<file path="src/calendar_slot_image_index_macros.svh">
// Assertion macros shared by the calendar slot image index RTL.
// Used by calendar_slot_image_index.sv; expects clk and rst in scope.
`ifndef CALENDAR_SLOT_IMAGE_INDEX_MACROS_SVH
`define CALENDAR_SLOT_IMAGE_INDEX_MACROS_SVH
`ifndef SYNTHESIS
`define CSII_ASSERT(name, prop, msg) \
  name: assert property (@(posedge clk) disable iff (rst) prop) else $error(msg);
`define CSII_ASSERT_RST(name, prop, msg) \
  name: assert property (@(posedge clk) prop) else $error(msg);
`else
`define CSII_ASSERT(name, prop, msg)
`define CSII_ASSERT_RST(name, prop, msg)
`endif
`endif

</file>
<file path="src/csii_pkg.sv">
// Shared types, constants and small tables for the calendar slot image index.
// No dependencies.
package csii_pkg;

  localparam int unsigned YEAR_MIN    = 1970;
  localparam int unsigned YEAR_MAX    = 9999;
  localparam int unsigned MAX_CUSTOM  = 1023;
  localparam int unsigned DAYS_PER_ERA = 146097;
  // floor(x * RECIP_400 / 2**21) is x / 400, low by at most one for 14-bit x.
  localparam int unsigned RECIP_400   = 5243;
  localparam int unsigned RECIP_SHIFT = 21;
  localparam int unsigned SLOT_W      = 29;
  localparam int unsigned DAY_W       = 23;
  localparam int unsigned CC_W        = 10;

  typedef enum logic [1:0] {
    REG_CUSTOM_COUNT = 2'd0,
    REG_BUILTIN_COUNT = 2'd1,
    REG_ROTATION     = 2'd2,
    REG_UNUSED       = 2'd3
  } cfg_reg_t;

  typedef struct packed {
    logic       ok;
    logic       custom;
    logic [7:0] builtin;
  } side_t;

  // Day of year of the first of each month, with the year starting in March.
  function automatic logic [8:0] doy_start(input logic [3:0] mp);
    logic [8:0] r;
    begin
      unique case (mp)
        4'd0: r = 9'd0;
        4'd1: r = 9'd31;
        4'd2: r = 9'd61;
        4'd3: r = 9'd92;
        4'd4: r = 9'd122;
        4'd5: r = 9'd153;
        4'd6: r = 9'd184;
        4'd7: r = 9'd214;
        4'd8: r = 9'd245;
        4'd9: r = 9'd275;
        4'd10: r = 9'd306;
        4'd11: r = 9'd337;
        default: r = 9'd0;
      endcase
      return r;
    end
  endfunction

  function automatic logic [4:0] month_len(input logic [3:0] m, input logic leap);
    logic [4:0] r;
    begin
      unique case (m)
        4'd1, 4'd3, 4'd5, 4'd7, 4'd8, 4'd10, 4'd12: r = 5'd31;
        4'd4, 4'd6, 4'd9, 4'd11: r = 5'd30;
        4'd2: r = leap ? 5'd29 : 5'd28;
        default: r = 5'd0;
      endcase
      return r;
    end
  endfunction

endpackage

</file>
<file path="src/csii_mod.sv">
// Pipelined restoring remainder unit: one quotient bit per register stage.
// Depends on csii_pkg for widths and the sideband struct.
module csii_mod (
  input  logic                        clk,
  input  logic                        rst,
  input  logic                        adv,
  input  logic                        in_valid,
  input  logic [csii_pkg::SLOT_W-1:0] in_num,
  input  csii_pkg::side_t             in_side,
  input  logic [csii_pkg::CC_W-1:0]   divisor,
  output logic                        out_valid,
  output logic [csii_pkg::CC_W-1:0]   out_rem,
  output csii_pkg::side_t             out_side
);

  localparam int unsigned N = csii_pkg::SLOT_W;
  localparam int unsigned W = csii_pkg::CC_W;

  logic [N-1:0]    v;
  logic [N-1:0]    num      [N];
  logic [W-1:0]    rem      [N];
  csii_pkg::side_t side     [N];
  logic [N-1:0]    num_next [N];
  logic [W-1:0]    rem_next [N];
  logic [N-1:0]    v_src;
  csii_pkg::side_t side_src [N];

  always_comb begin
    for (int k = 0; k < N; k++) begin
      logic [N-1:0] n_src;
      logic [W-1:0] r_src;
      logic [W:0]   t;
      if (k == 0) begin
        n_src = in_num;
        r_src = '0;
        v_src[k] = in_valid;
        side_src[k] = in_side;
      end else begin
        n_src = num[k-1];
        r_src = rem[k-1];
        v_src[k] = v[k-1];
        side_src[k] = side[k-1];
      end
      t = {r_src, n_src[N-1]};
      if (t >= {1'b0, divisor}) begin
        t = t - {1'b0, divisor};
      end
      rem_next[k] = t[W-1:0];
      num_next[k] = {n_src[N-2:0], 1'b0};
    end
  end

  always_ff @(posedge clk) begin
    if (rst) begin
      v <= '0;
    end else if (adv) begin
      v <= v_src;
    end
  end

  always_ff @(posedge clk) begin
    if (adv) begin
      for (int k = 0; k < N; k++) begin
        num[k]  <= num_next[k];
        rem[k]  <= rem_next[k];
        side[k] <= side_src[k];
      end
    end
  end

  assign out_valid = v[N-1];
  assign out_rem   = rem[N-1];
  assign out_side  = side[N-1];

endmodule

</file>
<file path="src/calendar_slot_image_index.sv">
// Top level of the calendar slot image index: date checks, day number, slot
// count and the remainder pipeline. Depends on csii_pkg, csii_mod and the macros.
//
//  channel   direction  handshake             payload
//  s_*       in         s_tvalid / s_tready   s_tdata[39:0] date, time, weekday
//  m_*       out        m_tvalid / m_tready   m_tdata[23:0] ok, flags, picks
//  cfg_*     in         cfg_we                cfg_index, cfg_data
//
// One item per cycle unless the output stalls; the pipeline is 5 calendar stages plus 29 remainder stages.
// The remainder unit, one quotient bit per stage, sets the depth.
// Reset (rst, synchronous) empties every stage and restores the registers.
// A stall at the output freezes the whole pipeline; nothing is dropped.
`include "calendar_slot_image_index_macros.svh"
module calendar_slot_image_index (
  input  logic        clk,
  input  logic        rst,
  input  logic        s_tvalid,
  output logic        s_tready,
  // year[13:0] month[17:14] day[22:18] hour[27:23] minute[33:28] weekday[36:34]
  input  logic [39:0] s_tdata,
  output logic        m_tvalid,
  input  logic        m_tready,
  // ok[0] uses_custom[1] builtin_pick[9:2] image_pick[19:10]
  output logic [23:0] m_tdata,
  input  logic        cfg_we,
  input  logic [1:0]  cfg_index,
  input  logic [10:0] cfg_data
);

  logic [9:0]  custom_count;
  logic [7:0]  builtin_count;
  logic [10:0] rotation_minutes;

  always_ff @(posedge clk) begin
    if (rst) begin
      custom_count     <= 10'd0;
      builtin_count    <= 8'd1;
      rotation_minutes <= 11'd1440;
    end else if (cfg_we) begin
      unique case (csii_pkg::cfg_reg_t'(cfg_index))
        csii_pkg::REG_CUSTOM_COUNT:  custom_count     <= cfg_data[9:0];
        csii_pkg::REG_BUILTIN_COUNT: builtin_count    <= cfg_data[7:0];
        csii_pkg::REG_ROTATION:      rotation_minutes <= cfg_data;
        default: ;
      endcase
    end
  end

  logic adv;
  logic dv_valid;
  logic [9:0] dv_rem;
  csii_pkg::side_t dv_side;

  assign adv      = !dv_valid || m_tready;
  assign s_tready = adv;

  // Stage A: field checks, configuration checks, builtin pick, /400 products.
  logic [13:0] y_in, yy_in;
  logic [3:0]  m_in, mp_in;
  logic [4:0]  d_in, h_in;
  logic [5:0]  mi_in;
  logic [2:0]  wd_in;
  logic        ok_a_in, rot_ok;
  logic [5:0]  slots_in, minpart_in;
  logic [10:0] h43;
  logic [7:0]  bpick_in;

  assign y_in  = s_tdata[13:0];
  assign m_in  = s_tdata[17:14];
  assign d_in  = s_tdata[22:18];
  assign h_in  = s_tdata[27:23];
  assign mi_in = s_tdata[33:28];
  assign wd_in = s_tdata[36:34];
  assign h43   = 11'(h_in) * 11'd43;

  always_comb begin
    logic [8:0] r;
    yy_in = (m_in <= 4'd2) ? y_in - 14'd1 : y_in;
    mp_in = (m_in > 4'd2) ? m_in - 4'd3 : m_in + 4'd9;
    rot_ok = 1'b1;
    unique case (rotation_minutes)
      11'd30: begin
        slots_in = 6'd48;
        minpart_in = {h_in, 1'b0} + 6'(mi_in >= 6'd30);
      end
      11'd60: begin
        slots_in = 6'd24;
        minpart_in = 6'(h_in);
      end
      11'd360: begin
        slots_in = 6'd4;
        minpart_in = 6'(h43[10:8]);
      end
      11'd720: begin
        slots_in = 6'd2;
        minpart_in = 6'(h_in >= 5'd12);
      end
      11'd1440: begin
        slots_in = 6'd1;
        minpart_in = 6'd0;
      end
      default: begin
        slots_in = 6'd0;
        minpart_in = 6'd0;
        rot_ok = 1'b0;
      end
    endcase
    // Weekday is three bits, so the remainder takes three restoring steps.
    r = '0;
    for (int i = 2; i >= 0; i--) begin
      r = {r[7:0], wd_in[i]};
      if (r >= {1'b0, builtin_count}) begin
        r = r - {1'b0, builtin_count};
      end
    end
    bpick_in = r[7:0];
    ok_a_in = (y_in >= 14'(csii_pkg::YEAR_MIN)) && (y_in <= 14'(csii_pkg::YEAR_MAX)) &&
              (m_in >= 4'd1) && (m_in <= 4'd12) && (d_in >= 5'd1) &&
              (h_in < 5'd24) && (mi_in < 6'd60) && (wd_in < 3'd7) && rot_ok &&
              (32'(custom_count) <= csii_pkg::MAX_CUSTOM) && (builtin_count != 8'd0);
  end

  logic        va, ok_a;
  logic [13:0] y_a, yy_a;
  logic [3:0]  m_a, mp_a;
  logic [4:0]  d_a;
  logic [5:0]  slots_a, minpart_a;
  logic [7:0]  bpick_a;
  logic [26:0] py_a, pyy_a;

  always_ff @(posedge clk) begin
    if (adv) begin
      ok_a <= ok_a_in; y_a <= y_in; yy_a <= yy_in; m_a <= m_in; mp_a <= mp_in;
      d_a <= d_in; slots_a <= slots_in; minpart_a <= minpart_in; bpick_a <= bpick_in;
      py_a  <= 27'(y_in) * 27'(csii_pkg::RECIP_400);
      pyy_a <= 27'(yy_in) * 27'(csii_pkg::RECIP_400);
    end
  end

  // Stage B: remainders by 400 with one correction step, day of year.
  logic [13:0] ry_b_in, ryy_b_in;
  logic [5:0]  ey_b_in, eyy_b_in;
  always_comb begin
    ey_b_in  = py_a[26:csii_pkg::RECIP_SHIFT];
    eyy_b_in = pyy_a[26:csii_pkg::RECIP_SHIFT];
    ry_b_in  = y_a - 14'(ey_b_in * 14'd400);
    ryy_b_in = yy_a - 14'(eyy_b_in * 14'd400);
    if (ry_b_in >= 14'd400) begin
      ry_b_in = ry_b_in - 14'd400;
    end
    if (ryy_b_in >= 14'd400) begin
      ryy_b_in = ryy_b_in - 14'd400;
      eyy_b_in = eyy_b_in + 6'd1;
    end
  end

  logic        vb, ok_b;
  logic [1:0]  ylo_b;
  logic [8:0]  ry_b, yoe_b, doyd_b;
  logic [5:0]  era_b, slots_b, minpart_b;
  logic [3:0]  m_b;
  logic [4:0]  d_b;
  logic [7:0]  bpick_b;

  always_ff @(posedge clk) begin
    if (adv) begin
      ok_b <= ok_a; ylo_b <= y_a[1:0]; ry_b <= ry_b_in[8:0]; yoe_b <= ryy_b_in[8:0];
      era_b <= eyy_b_in; m_b <= m_a; d_b <= d_a; slots_b <= slots_a;
      minpart_b <= minpart_a; bpick_b <= bpick_a;
      doyd_b <= csii_pkg::doy_start(mp_a) + 9'(d_a) - 9'd1;
    end
  end

  // Stage C: leap year, month length check, day of era.
  logic        leap_c;
  logic [14:0] y41_c;
  logic [17:0] doe_c_in;
  assign leap_c = (ylo_b == 2'd0) && (ry_b != 9'd100) && (ry_b != 9'd200) &&
                  (ry_b != 9'd300);
  assign y41_c  = 15'(yoe_b) * 15'd41;
  assign doe_c_in = 18'(yoe_b) * 18'd365 + 18'(yoe_b[8:2]) - 18'(y41_c[14:12]) +
                    18'(doyd_b);

  logic        vc, ok_c;
  logic [17:0] doe_c;
  logic [5:0]  era_c, slots_c, minpart_c;
  logic [7:0]  bpick_c;

  always_ff @(posedge clk) begin
    if (adv) begin
      ok_c <= ok_b && (d_b <= csii_pkg::month_len(m_b, leap_c));
      doe_c <= doe_c_in; era_c <= era_b; slots_c <= slots_b;
      minpart_c <= minpart_b; bpick_c <= bpick_b;
    end
  end

  // Stage D: day number.
  logic        vd, ok_d;
  logic [csii_pkg::DAY_W-1:0] day_d;
  logic [5:0]  slots_d, minpart_d;
  logic [7:0]  bpick_d;

  always_ff @(posedge clk) begin
    if (adv) begin
      ok_d <= ok_c;
      day_d <= csii_pkg::DAY_W'(era_c) * csii_pkg::DAY_W'(csii_pkg::DAYS_PER_ERA) +
               csii_pkg::DAY_W'(doe_c);
      slots_d <= slots_c; minpart_d <= minpart_c; bpick_d <= bpick_c;
    end
  end

  // Stage E: slot number; invalid items have their flags and picks cleared.
  logic        ve;
  logic [csii_pkg::SLOT_W-1:0] slot_e;
  csii_pkg::side_t side_e;

  always_ff @(posedge clk) begin
    if (adv) begin
      slot_e <= csii_pkg::SLOT_W'(day_d) * csii_pkg::SLOT_W'(slots_d) +
                csii_pkg::SLOT_W'(minpart_d);
      side_e.ok      <= ok_d;
      side_e.custom  <= ok_d && (custom_count != 10'd0);
      side_e.builtin <= ok_d ? bpick_d : 8'd0;
    end
  end

  always_ff @(posedge clk) begin
    if (rst) begin
      {va, vb, vc, vd, ve} <= '0;
    end else if (adv) begin
      {va, vb, vc, vd, ve} <= {s_tvalid, va, vb, vc, vd};
    end
  end

  csii_mod u_mod (
    .clk       (clk),
    .rst       (rst),
    .adv       (adv),
    .in_valid  (ve),
    .in_num    (slot_e),
    .in_side   (side_e),
    .divisor   (custom_count),
    .out_valid (dv_valid),
    .out_rem   (dv_rem),
    .out_side  (dv_side)
  );

  logic [9:0] image_pick;
  assign image_pick = dv_side.custom ? dv_rem : 10'(dv_side.builtin);
  assign m_tvalid = dv_valid;
  assign m_tdata  = {4'd0, image_pick, dv_side.builtin, dv_side.custom, dv_side.ok};

  `CSII_ASSERT(a_bad_clears, m_tvalid && !m_tdata[0] |-> m_tdata[19:1] == 19'd0, "invalid result not cleared")
  `CSII_ASSERT(a_custom_range, m_tvalid && m_tdata[1] |-> m_tdata[19:10] < custom_count, "custom pick out of range")
  `CSII_ASSERT(a_builtin_range, m_tvalid && m_tdata[0] |-> m_tdata[9:2] < builtin_count, "builtin pick out of range")
  `CSII_ASSERT_RST(a_reset_empty, $past(rst) |-> !m_tvalid, "output valid right after reset")

endmodule

</file>
<file path="config.mk">
export PLATFORM = sky130hd
export DESIGN_NAME = calendar_slot_image_index
export DESIGN_NICKNAME = d
export VERILOG_FILES = /design/src/csii_pkg.sv /design/src/csii_mod.sv /design/src/calendar_slot_image_index.sv
export VERILOG_INCLUDE_DIRS = /design/src /design/src/src
export SDC_FILE = /design/constraint.sdc
export NUM_CORES = 2
export LEC_CHECK = 0
export BUFFER_PORTS_ARGS = -buffer_cell sky130_fd_sc_hd__buf_2
export CELL_PAD_IN_SITES_DETAIL_PLACEMENT = 0
export CELL_PAD_IN_SITES_GLOBAL_PLACEMENT = 1
export CORE_UTILIZATION = 35
export CTS_CLUSTER_DIAMETER = 60
export DETAILED_ROUTE_END_ITERATION = 8
export GPL_ROUTABILITY_DRIVEN = 0
export PLACE_DENSITY = 0.62
export SETUP_SLACK_MARGIN = 0.15
export SYNTH_ARGS = -nofsm -noshare
export SYNTH_HDL_FRONTEND = slang
export SYNTH_SLANG_ARGS = --single-unit
</file>
<file path="constraint.sdc">
create_clock -name clk -period 53.6 [get_ports clk]
set_clock_uncertainty 0.05 [all_clocks]
set_input_delay 10.72 -clock clk [delete_from_list [all_inputs] [get_ports clk]]
set_output_delay 10.72 -clock clk [all_outputs]
set_load 0.1 [all_outputs]
</file>
==> impl_metrics.ini <==
[setup_path]
arrival_ns = 12.22
max_stage_delay_ns = 0.56
endpoint_kind = primary output
startpoint_type = primary input
required_ns = 42.83
crit_family = buffers and inverters
crit_path_top_delay_cell = buf_2
worst-path-buf-inv = 4
crit_top_cell = buf_2
crit_chain = buf_2, nor2b_4, buf_4, inv_8, buf_2
critical_path.max_fanout = 63
path_class = primary input to primary output

[sta]
worst_pin_slew_ns = 1.11
fmax_ghz = 0.0435
period_minus_slack_ns = 22.99
slew_headroom = 0.260
setup_violations = 0
hold_viol = 0
post-route-period-util = 0.429
maxSlewViolCount = 0
rsz0062_at_grt = no
finalSetupTns_ns = 0

[grt]
track_usage = 0.134
antenna_found_initial = 2
overflow = 0
grt_pass1_vias = 43800
grt_max_degree = 191
grt_pass1_wl_mm = 233

[synthesis]
synth_async_sr_flop_share = 0
yosysMostFrequentCell = edfxtp_1
yosys-top-cells-count = 1251 x edfxtp_1, 834 x ha_1, 722 x inv_1, 389 x nand2_1, 335 x fa_1
synthDistinctLibCells = 85
synth_top_area_frac = 0.495
synth-seq-cells = 1323
synthFlopType = edfxtp_1
syn_inst = 5860
synth_edf_count = 1251
yosys.area.top_type = edfxtp_1
ys_seq_area_frac = 0.514
syn_area_sq_um = 75800
yosys_warnings = 0
avgSynthCellArea_sq_um = 12.9
synth_area_leaders = edfxtp_1 50%, ha_1 14%, fa_1 8.8%

[clock_network]
cts_root_buf = clkbuf_16
clk_latency_ns = 0.79
post-cts-setup-buffers = 0
h-tree-depth = 4
cts_hold_buf = 0
clock_path_buffers = 3
numCtsBuffers = 154
clkSlewWorstSetupHoldPaths_ns = 0.06
cts_sinks = 1323
cts_resized = 0
cts_tree = yes

[die]
die_y_microns = 467
core_region_area_sq_um = 215000
rows = 170
start_util = 0.353
dieArea_sq_um = 219000
die_w_microns = 467
ioPinCount = 84

[flow_run]
max_cap_viol_count = 0

[route]
vias_per_cell = 4.73
dr_total_vias = 42800
dr.pass1.iters = 5
post_drt_wl_per_cell_microns = 16.0
ant_nets = 0
drtIter0Drc = 2167
drc_errors = 0
wl_mm = 145

[hold_path]
hold_path.class = flip-flop to flip-flop

[cells_and_area]
utilization = 0.395
n_fill_cell = 20200
syn2layout_area_growth_pct = 12.0
drive_gt1_frac = 0.0939
final_nets = 7300
layoutNonFillerInstCount = 9038

[run_status]
status = complete, no violations

[place]
dpl.hpwl_mm = 103
numPortBuffers = 75
dp_cells = 8755
-- worst reg2reg max path, stage by stage (launching register included) --
cell and delay (ns):
edfxtp_1 0.67, ha_1 0.42, inv_1 0.05, fa_1 0.51
inv_1 0.05, ha_1 0.29, ha_1 0.29, nand4_1 0.08
o21bai_1 0.07, a21o_1 0.18, a211oi_1 0.24, o21bai_1 0.12
and4_1 0.20, a2111oi_0 0.54, xnor2_1 0.17, fa_1 0.46
fa_1 0.51, fa_1 0.54, inv_1 0.07, ha_1 0.29
a21o_1 0.18, a21oi_1 0.21, nor2b_1 0.09, o21ai_0 0.36
o311ai_0 0.22, a31o_2 0.28, a21oi_1 0.17, xnor2_1 0.08
-- path summary, 6_finish.rpt --
path	cells after the start	end	startpoint	slack, ns
worst max-delay path	5	s_tready	m_tready	30.61
worst min-delay path	0	u_mod.num[3][82]	u_mod.num[3][53]	0.34
worst max register to register	27	doe_c[17]	yoe_b[3]	45.93
worst min register to register	0	u_mod.num[3][82]	u_mod.num[3][53]	0.34
-- cell type report --
cell class | instances | area (sq um) | share of cell area
Antenna cell | 4 | 10.0 | 0.000118
Clock buffer | 188 | 4070 | 0.0479
Clock inverter | 91 | 1010 | 0.0119
Inverter | 722 | 2720 | 0.0320
Multi-Input combinational cell | 3755 | 33900 | 0.399
Sequential cell | 1323 | 39000 | 0.459
Tap cell | 2838 | 3550 | 0.0418
Timing Repair Buffer | 117 | 716 | 0.00843
-- metrics by stage --
step | setup WS [ns] | instance area [sq um] | hold WS, ns
finish | 30.61 | 84900 | 0.338
global route | 30.54 | 84900 | 0.341
CTS | 30.59 | 84900 | 0.329
detailed placement | 30.59 | 79900 | 0.355
global placement | 30.60 | 79900 | 0.350
floorplan | 1.06 | 75900 | 0.350
-- metal layers --
metal / global-route usage / share of wire / vias up
met1: 0.170 / 0.46 / 20700
met2: 0.230 / 0.49 / 436
met3: 0.0208 / 0.026 / 206
met4: 0.0449 / 0.028 / 0
met5: 0 / 0 / -
li1: - / - / 21400
-- registers in the layout, summed over array words and instances, names as in the netlist, 9 cells and up, named ones only --
name,cells
yoe_b,9
yy_a,14
slot_e,29
day_d,23
side_e,10
doe_c,18
u_mod.v,29
u_mod.side,290
doyd_b,9
u_mod.rem,290
rotation_minutes,11
custom_count,10
y_a,14
u_mod.num,406
-- layout by cell type (no fill, tap or decap), types with 20 or more instances in the layout --
cell	instances
buf_2	75
a21oi_1	228
inv_1	719
a21boi_0	32
ha_1	834
mux2i_1	66
clkbuf_1	27
nand3_1	34
clkinv_2	22
mux2_2	168
nand4_1	72
o21ai_0	213
nor2_2	20
nor2b_1	94
clkbuf_16	156
buf_4	40
dfxtp_1	70
o31ai_1	31
o21a_1	70
nor2_1	242
fa_1	335
a221oi_1	31
nor4_1	22
edfxtp_1	1251
a21o_1	155
nand2b_1	54
xor2_1	108
xnor2_1	212
a211oi_1	48
nor3_1	67
o21bai_1	20
and2_1	35
nand2_1	389
-- logic make-up (layout without fill, tap and decap cells) --
kind of cell               count (synthesis)  in the layout  share of synthesized area
and+or+nand+nor                         1087           1087                     0.0681
AOI/OAI and AO/OA                        940            940                     0.0810
other                                      1              8                  0.0000494
buffers and inverters                    785           1118                     0.0396
DFF                                     1323           1323                      0.514
xor gates and xnor gates                 321            321                     0.0373
muxes                                    234            234                     0.0337
adders and majority gates               1169           1169                      0.226
Power is left out: the tool's default activity adds up to more than one toggle a clock period on the data nets, which glitch-free logic cannot reach.
